--- config.mk ---
export PLATFORM = sky130hd
export DESIGN_NAME = positional_list_engine
export DESIGN_NICKNAME = d
export VERILOG_FILES = /design/src/design/ple_pkg.sv /design/src/design/ple_cell.sv /design/src/design/positional_list_engine.sv
export SDC_FILE = /design/constraint.sdc
export NUM_CORES = 2
export LEC_CHECK = 0
export ABC_AREA = 1
export BUFFER_PORTS_ARGS = -buffer_cell sky130_fd_sc_hd__buf_2
export CORE_MARGIN = 5
export CORE_UTILIZATION = 25
export CTS_BUF_LIST = sky130_fd_sc_hd__clkbuf_8
export DETAILED_ROUTE_END_ITERATION = 8
export GPL_TIMING_DRIVEN = 0
export MAX_ROUTING_LAYER = met4
export PLACE_DENSITY_LB_ADDON = 0.3
export SYNTH_ARGS = -nofsm -noshare
export SYNTH_HDL_FRONTEND = slang
export SYNTH_SLANG_ARGS = --single-unit
--- constraint.sdc ---
create_clock -name clock -period 39.5 [get_ports clock]
set_input_delay 3.95 -clock clock [delete_from_list [all_inputs] [get_ports clock]]
set_output_delay 3.95 -clock clock [all_outputs]
set_load 0.05 [all_outputs]
--- src/design/ple_pkg.sv ---
// Shared types and constants for the positional list engine.
package ple_pkg;

   // Fixed field widths of the request and response beats
   localparam int OP_W     = 2;
   localparam int POS_W    = 5;
   localparam int VAL_W    = 32;
   localparam int STATUS_W = 2;
   localparam int LEN_W    = 5;

   // Slot indexes and counts inside the chain (covers the largest supported depth)
   localparam int SLOT_W = 8;

   localparam logic [OP_W-1:0] OP_INSERT = 2'd0;
   localparam logic [OP_W-1:0] OP_DELETE = 2'd1;
   localparam logic [OP_W-1:0] OP_SEARCH = 2'd2;
   localparam logic [OP_W-1:0] OP_READ   = 2'd3;

   localparam logic [STATUS_W-1:0] ST_DONE  = 2'd0;
   localparam logic [STATUS_W-1:0] ST_RANGE = 2'd1;
   localparam logic [STATUS_W-1:0] ST_FULL  = 2'd2;

   typedef struct packed {
      logic [OP_W-1:0]         op;
      logic [POS_W-1:0]        position;
      logic signed [VAL_W-1:0] value;
   } req_type;

   typedef struct packed {
      logic [STATUS_W-1:0]     status;
      logic                    found;
      logic signed [VAL_W-1:0] read_value;
      logic [LEN_W-1:0]        length;
   } rsp_type;

   // Broadcast edit command: insert or delete at a slot
   typedef struct packed {
      logic              apply;
      logic              del;
      logic [SLOT_W-1:0] slot;
      logic [VAL_W-1:0]  value;
   } cmd_type;

   // Query token walking down the chain, one cell per cycle
   typedef struct packed {
      logic              valid;
      logic              is_read;
      logic [SLOT_W-1:0] rem;    // occupied cells still ahead
      logic [SLOT_W-1:0] idx;    // 1-based countdown to the read target
      logic [VAL_W-1:0]  key;
      logic              found;
      logic [VAL_W-1:0]  rd;
   } token_type;

   typedef enum logic {
      PLE_IDLE,
      PLE_SCAN
   } state_type;

endpackage

--- src/design/ple_cell.sv ---
// One list slot: holds an entry, shifts on edits, and checks a passing query token.
module ple_cell #(
   parameter int IDX = 0
) (
   input  logic                          clock,
   input  logic                          reset,
   input  ple_pkg::cmd_type              cmd,
   input  logic [ple_pkg::VAL_W-1:0]     left_entry,
   input  logic [ple_pkg::VAL_W-1:0]     right_entry,
   output logic [ple_pkg::VAL_W-1:0]     entry,
   input  ple_pkg::token_type            tok_prev,
   output ple_pkg::token_type            tok_out
);
   import ple_pkg::*;

   localparam logic [SLOT_W-1:0] MY_SLOT = SLOT_W'(IDX);

   logic [VAL_W-1:0] entry_ff;
   logic [VAL_W-1:0] entry_in;
   token_type        tok_ff;
   token_type        tok_in;
   logic             occupied;

   assign entry = entry_ff;
   assign tok_out = tok_ff;

   // edits: insert takes left neighbor above the slot, delete takes right neighbor
   always_comb begin
      entry_in = entry_ff;
      if (cmd.apply) begin
         if (cmd.del) begin
            if (cmd.slot <= MY_SLOT) begin
               entry_in = right_entry;
            end
         end else begin
            if (cmd.slot == MY_SLOT) begin
               entry_in = cmd.value;
            end else if (cmd.slot < MY_SLOT) begin
               entry_in = left_entry;
            end
         end
      end
   end

   always_ff @(posedge clock) begin
      entry_ff <= entry_in;
   end

   assign occupied = (tok_prev.rem != '0);

   always_comb begin
      tok_in     = tok_prev;
      tok_in.rem = tok_prev.rem - SLOT_W'(occupied);
      tok_in.idx = tok_prev.idx - SLOT_W'(tok_prev.idx != '0);
      if (!tok_prev.is_read && occupied && (entry_ff == tok_prev.key)) begin
         tok_in.found = 1'b1;
      end
      if (tok_prev.is_read && (tok_prev.idx == SLOT_W'(1))) begin
         tok_in.rd = entry_ff;
      end
   end

   always_ff @(posedge clock) begin
      if (reset) begin
         tok_ff.valid <= 1'b0;
      end else begin
         tok_ff <= tok_in;
      end
   end

endmodule

--- src/design/positional_list_engine.sv ---
// Top level of the positional list engine: cell chain, control and response buffering.
//
// Ordered list of up to CAPACITY signed 32-bit values held in a row of cells, one
// value per cell, slot 0 first. Insert and delete are applied to every cell at once:
// each cell takes its own value, its left neighbor's, its right neighbor's or the
// new value, and the edit's response is registered in the response buffer. Search
// and read launch a token into cell 0 that moves one cell per cycle and collects
// the match flag or the addressed value on its way; the block accepts no new beat
// until the token leaves the last cell. Out-of-range requests, delete on an empty
// list and insert into a full list finish with a status code and leave the list
// untouched. A two-deep response buffer lets the block take one more beat while a
// finished response is stalled; req_stall rises when both slots hold results or a
// token is in flight. No clearing pass after reset: only occupied slots are ever
// read. length reports the list size after the operation.
module positional_list_engine #(
   parameter int CAPACITY = 16
) (
   input  logic             clock,
   input  logic             reset,
   input  logic             req_valid,
   output logic             req_stall,
   input  ple_pkg::req_type req_item,
   output logic             rsp_valid,
   input  logic             rsp_stall,
   output ple_pkg::rsp_type rsp_item
);
   import ple_pkg::*;

   localparam int CW    = $clog2(CAPACITY + 1);
   localparam int CMP_W = SLOT_W + 1;

   // list size
   logic [CW-1:0] count_ff;
   logic [CW-1:0] count_in;

   // response register plus one skid entry
   logic    rsp_valid_ff, rsp_valid_in;
   rsp_type rsp_ff, rsp_in;
   logic    pend_valid_ff, pend_valid_in;
   rsp_type pend_ff, pend_in;

   state_type state_ff, state_in;
   logic      busy;

   logic            accept;
   logic [CMP_W-1:0] pos_x;
   logic [CMP_W-1:0] cnt_x;
   logic            pos_ok_ins;
   logic            pos_ok_at;
   logic            is_full;
   logic            do_insert;
   logic            do_delete;
   logic            launch;
   logic            produce;
   rsp_type         produce_rsp;
   logic            take;

   cmd_type          cmd;
   token_type        tok_w [0:CAPACITY];
   logic [VAL_W-1:0] entry_w [0:CAPACITY-1];

   assign accept = req_valid && !req_stall;
   assign take   = rsp_valid_ff && !rsp_stall;

   // range checks on zero-extended position and count
   assign pos_x      = CMP_W'(req_item.position);
   assign cnt_x      = CMP_W'(count_ff);
   assign pos_ok_ins = (pos_x != '0) && (pos_x <= cnt_x + CMP_W'(1));
   assign pos_ok_at  = (pos_x != '0) && (pos_x <= cnt_x);
   assign is_full    = (count_ff == CW'(CAPACITY));

   assign do_insert = accept && (req_item.op == OP_INSERT) && pos_ok_ins && !is_full;
   assign do_delete = accept && (req_item.op == OP_DELETE) && pos_ok_at;
   assign launch    = accept && ((req_item.op == OP_SEARCH) ||
                                 ((req_item.op == OP_READ) && pos_ok_at));

   // edit broadcast to all cells
   always_comb begin
      cmd.apply = do_insert || do_delete;
      cmd.del   = (req_item.op == OP_DELETE);
      cmd.slot  = SLOT_W'(pos_x - CMP_W'(1));
      cmd.value = req_item.value;
   end

   // query token entering cell 0
   always_comb begin
      tok_w[0].valid   = launch;
      tok_w[0].is_read = (req_item.op == OP_READ);
      tok_w[0].rem     = SLOT_W'(count_ff);
      tok_w[0].idx     = SLOT_W'(req_item.position);
      tok_w[0].key     = req_item.value;
      tok_w[0].found   = 1'b0;
      tok_w[0].rd      = '0;
   end

   genvar gi;
   generate
      for (gi = 0; gi < CAPACITY; gi++) begin : g_cell
         ple_cell #(
            .IDX (gi)
         ) u_cell (
            .clock       (clock),
            .reset       (reset),
            .cmd         (cmd),
            .left_entry  (entry_w[(gi == 0) ? 0 : gi - 1]),
            .right_entry (entry_w[(gi == CAPACITY - 1) ? gi : gi + 1]),
            .entry       (entry_w[gi]),
            .tok_prev    (tok_w[gi]),
            .tok_out     (tok_w[gi + 1])
         );
      end
   endgenerate

   // next list size
   always_comb begin
      count_in = count_ff;
      if (do_insert) begin
         count_in = count_ff + CW'(1);
      end else if (do_delete) begin
         count_in = count_ff - CW'(1);
      end
   end

   // state machine: next state
   always_comb begin
      state_in = state_ff;
      case (state_ff)
         PLE_IDLE: begin
            if (launch) begin
               state_in = PLE_SCAN;
            end
         end
         PLE_SCAN: begin
            if (tok_w[CAPACITY].valid) begin
               state_in = PLE_IDLE;
            end
         end
         default: state_in = PLE_IDLE;
      endcase
   end

   // state machine: outputs
   always_comb begin
      case (state_ff)
         PLE_IDLE: busy = 1'b0;
         PLE_SCAN: busy = 1'b1;
         default:  busy = 1'b0;
      endcase
   end

   assign req_stall = busy || pend_valid_ff;

   // finished results: edits and rejects right away, queries when the token exits
   always_comb begin
      produce                = 1'b0;
      produce_rsp.status     = ST_DONE;
      produce_rsp.found      = 1'b0;
      produce_rsp.read_value = '0;
      produce_rsp.length     = LEN_W'(count_in);
      if (tok_w[CAPACITY].valid) begin
         produce                = 1'b1;
         produce_rsp.found      = tok_w[CAPACITY].found;
         produce_rsp.read_value = tok_w[CAPACITY].rd;
         produce_rsp.length     = LEN_W'(count_ff);
      end else if (accept && !launch) begin
         produce = 1'b1;
         case (req_item.op)
            OP_INSERT: begin
               if (!pos_ok_ins) begin
                  produce_rsp.status = ST_RANGE;
               end else if (is_full) begin
                  produce_rsp.status = ST_FULL;
               end
            end
            OP_DELETE: begin
               if (!pos_ok_at) begin
                  produce_rsp.status = ST_RANGE;
               end
            end
            OP_READ:   produce_rsp.status = ST_RANGE;
            default:   produce_rsp.status = ST_DONE;
         endcase
      end
   end

   // response register and skid entry
   always_comb begin
      rsp_valid_in  = rsp_valid_ff;
      rsp_in        = rsp_ff;
      pend_valid_in = pend_valid_ff;
      pend_in       = pend_ff;
      if (pend_valid_ff) begin
         if (take) begin
            rsp_in        = pend_ff;
            pend_valid_in = 1'b0;
         end
      end else if (produce) begin
         if (!rsp_valid_ff || take) begin
            rsp_valid_in = 1'b1;
            rsp_in       = produce_rsp;
         end else begin
            pend_valid_in = 1'b1;
            pend_in       = produce_rsp;
         end
      end else if (take) begin
         rsp_valid_in = 1'b0;
      end
   end

   always_ff @(posedge clock) begin
      if (reset) begin
         count_ff      <= '0;
         state_ff      <= PLE_IDLE;
         rsp_valid_ff  <= 1'b0;
         pend_valid_ff <= 1'b0;
      end else begin
         count_ff      <= count_in;
         state_ff      <= state_in;
         rsp_valid_ff  <= rsp_valid_in;
         pend_valid_ff <= pend_valid_in;
      end
   end

   always_ff @(posedge clock) begin
      rsp_ff  <= rsp_in;
      pend_ff <= pend_in;
   end

   assign rsp_valid = rsp_valid_ff;
   assign rsp_item  = rsp_ff;

endmodule

==> out/metrics.csv <==
stage,metric,value,unit
final_layout,utilization,0.2884,
logic_synthesis,syn_inst,7333,
floorplan,row_count,212,
setup_path,worst_setup_path_end_kind,flip-flop,
detailed_routing,drtAntennaViolNets,0,
detailed_routing,first_pass_iters,8,
floorplan,dieHeight,588.7,um
detailed_routing,drc,0,
global_route,grt-ovfl-total,0,
floorplan,fp.dieArea,346500,um^2
cts,clk_latency,980,ps
global_route,grt_max_degree,131,
power,internal-power,3217,uW
cts,cts_tree,done,
placed_design,routabilityCongestion,0.9434,
cts,cts-resized-gates,0,
setup_path,slowest_delay,1090,ps
floorplan,die_width,588.7,um
final_layout,mostFrequentLayoutCell,edfxtp_1,
status,violations,"max-capacitance violations, max-slew violations",
power,pwr-share-seq,0.553,
placed_design,place_inst,11830,
final_layout,drive_above_1_share,0.07203,
setup_path,crit_required,40050,ps
setup_path,crit_slowest_cell,nor2_4,
sta,maxSlewHeadroom,-0.002377,
global_route,grt_pass1_wl,383400,um
placed_design,io_buffer_count,83,
logic_synthesis,synth_nets,7453,
global_route,grtUsageTotal,0.1519,
setup_path,critical_path.max_fanout,32,
logic_synthesis,synth.largest_area_cell,edfxtp_1,
power,swShare,0.2524,
power,clkPwrFrac,0.375,
sta,clock_skew,66.53,ps
detailed_routing,wl,264200,um
setup_path,crit_buf_inv,4,
placed_design,place_hpwl,209600,um
job,cap_violations,1,
final_layout,layout_common_cells,"edfxtp_1, nand2_1, o21ai_0",
sta,rsz0062_at_grt,no,
cts,path_clk_slew,60,ps
power,power_density,44.74,nW/um^2
cts,cts-root-buf,clkbuf_8,
cts,h-tree-depth,5,
logic_synthesis,synth_seq_area_share,0.6697,
final_layout,multiInputGateArea,23260,um^2
logic_synthesis,yosys_warnings,0,
detailed_routing,vias_per_cell,4.483,
logic_synthesis,synth_area_leaders,"edfxtp_1, o21ai_0, nand2_1",
final_layout,fin_nets,7895,
power,combinationalPowerShare,0.072,
status,status,"finished, violations left",
sta,fin_crit_sh,0.1819,
global_route,grt_pass1_vias,56710,
power,totalPowerFinal,4303,uW
power,ir_drop,0.02461,mV
final_layout,final_cells,12420,
setup_path,crit_chain,buf_2 > inv_1 > ha_1 > inv_2 > nor2_2 > nand2_2 > nand3_1 > nand2_1 > clkinv_1 > nor2_4,
power,netSwitchingPower,1086,uW
floorplan,core,333400,um^2
global_route,antenna_found_initial,34,
detailed_routing,via_count,55690,
sta,fin_setup_tns,0,ps
logic_synthesis,yosysUniqueCellTypes,40,
sta,post-route-min-period,7183,ps
sta,fmax,0.1392,GHz
logic_synthesis,synth-seq-cells,1875,
min_path,hp-class,reg2reg,
sta,setup_viol,0,
detailed_routing,wl_per_cell,21.27,um
final_layout,fillers,34480,
sta,final_hold_viol_count,0,
sta,hold_ws,401.1,ps
final_layout,seq_area,56060,um^2
power,p_leak,0.03628,uW
cts,post-cts-setup-buffers,0,
setup_path,start_kind,primary input,
cts,cts_hold_buf,0,
sta,worst_pin_slew,1504,ps
logic_synthesis,yosysTopAreaCellShare,0.6640,
cts,cts_buffers,331,
sta,report.final.slew_viol_count,10,
logic_synthesis,syn_avg_cell_area,11.42,um^2
cts,cts_num_sinks,1875,
setup_path,critical-path-top-delay-family,simple AND/OR/NAND/NOR gates,
final_layout,syn_to_final_growth,14.87,%
floorplan,initial_core_util,0.2511,
setup_path,critPathArrivalTime,7740,ps
cts,ctsLongestPathBuffers,4,
floorplan,io_pins,85,
logic_synthesis,syn-cell-area,83710,um^2
detailed_routing,drtIter0Drc,5317,
setup_path,critical_path_class,in2reg,
## cell usage after synthesis, drive strengths merged
library cell,count
or2,26
o221ai,4
buf,35
inv,834
clkinv,5
nor3b,3
nand3,88
o211ai,161
or3,13
and3,1
clkbuf,326
xor2,429
a31oi,3
a22o,4
nand2,1151
xnor2,105
dfxtp,24
a211oi,3
and2,5
nor2,228
ha,77
o21ai,1060
o22ai,68
edfxtp,1851
o2111ai,18
a21oi,533
a221oi,4
o21bai,3
nand3b,3
nor3,108
nor4,102
nand4,58
## power by group through the flow
| stage | Combinational, uW | Sequential (uW) | Clock [uW] |
|---|---|---|---|
| global placement | 297 | 2520 | 0 |
| floorplan | 182 | 2470 | 0 |
| finish | 309 | 2380 | 1620 |
| CTS | 310 | 2380 | 1660 |
| global route | 341 | 2390 | 1750 |
| detailed placement | 308 | 2420 | 0 |
## per-layer routing
metal  GRT usage  vias up  wire length [um]
met1      0.1980    26340            114800
met2      0.2294     2145            117000
met4     0.06729        0             12830
met5           -        -                 0
met3     0.03009      500             19540
li1            -    26710                 -
## worst paths after layout
check                                from                       endpoint  slack (ps)  cells past startpoint
max                          req_item[33]     g_cell[7].u_cell.entry[22]       32320                     10
max reg2reg                   count_ff[3]     g_cell[7].u_cell.entry[22]       34470                     15
min          g_cell[9].u_cell.tok_out[82]  g_cell[10].u_cell.tok_out[82]         400                      2
min reg2reg  g_cell[9].u_cell.tok_out[82]  g_cell[10].u_cell.tok_out[82]         400                      2
## cell families after synthesis
logic type	Yosys count	synth area share
simple gates	1786	0.09002
flops	1875	0.6697
fa+ha+maj	77	0.01151
xor+xnor	534	0.05587
buf+inv	1200	0.05423
compound gates	1861	0.1187
## per-stage QoR
stage / instance area, um^2 / worst slack, ps
2_1_floorplan: 83710 / 9510
3_3_place_gp: 89620 / -2024
3_5_place_dp: 90390 / 31420
4_1_cts: 96100 / 32470
5_1_grt: 96150 / 32190
6_report: 96160 / 32320
## flip-flops by register name, summed over array words and instances, names as in the netlist
signal                 flops
pend_ff                   40
rsp_valid                  1
g_cell.u_cell.entry      512
count_ff                   5
rsp_item                  40
g_cell.u_cell.tok_out   1275
pend_valid_ff              1
state_ff                   1
## worst reg2reg max path: stages (launching register included)
cell,delay (ps)
dfxtp_1,430
clkinv_1,340
xor2_1,370
inv_1,90
ha_1,290
nand2_1,80
inv_1,40
nand2_1,50
nand2_1,50
nand2_1,60
nand2_1,50
nand2_1,210
nand3_1,250
nand2_1,340
clkinv_1,870
nor2_4,1110
## area by class of cell
class                      instances  share of cell area
antenna                           26           0.0006766
buffer                           361             0.01449
clock buffer                     340             0.04866
clock inverter                   228             0.01072
inverter                         839             0.03283
multi-input combinational       4258              0.2419
sequential                      1875              0.5830
tap                             4387             0.05708
timing repair buffer             109             0.01059
No activity file was read; power rests on OpenSTA's default activity.
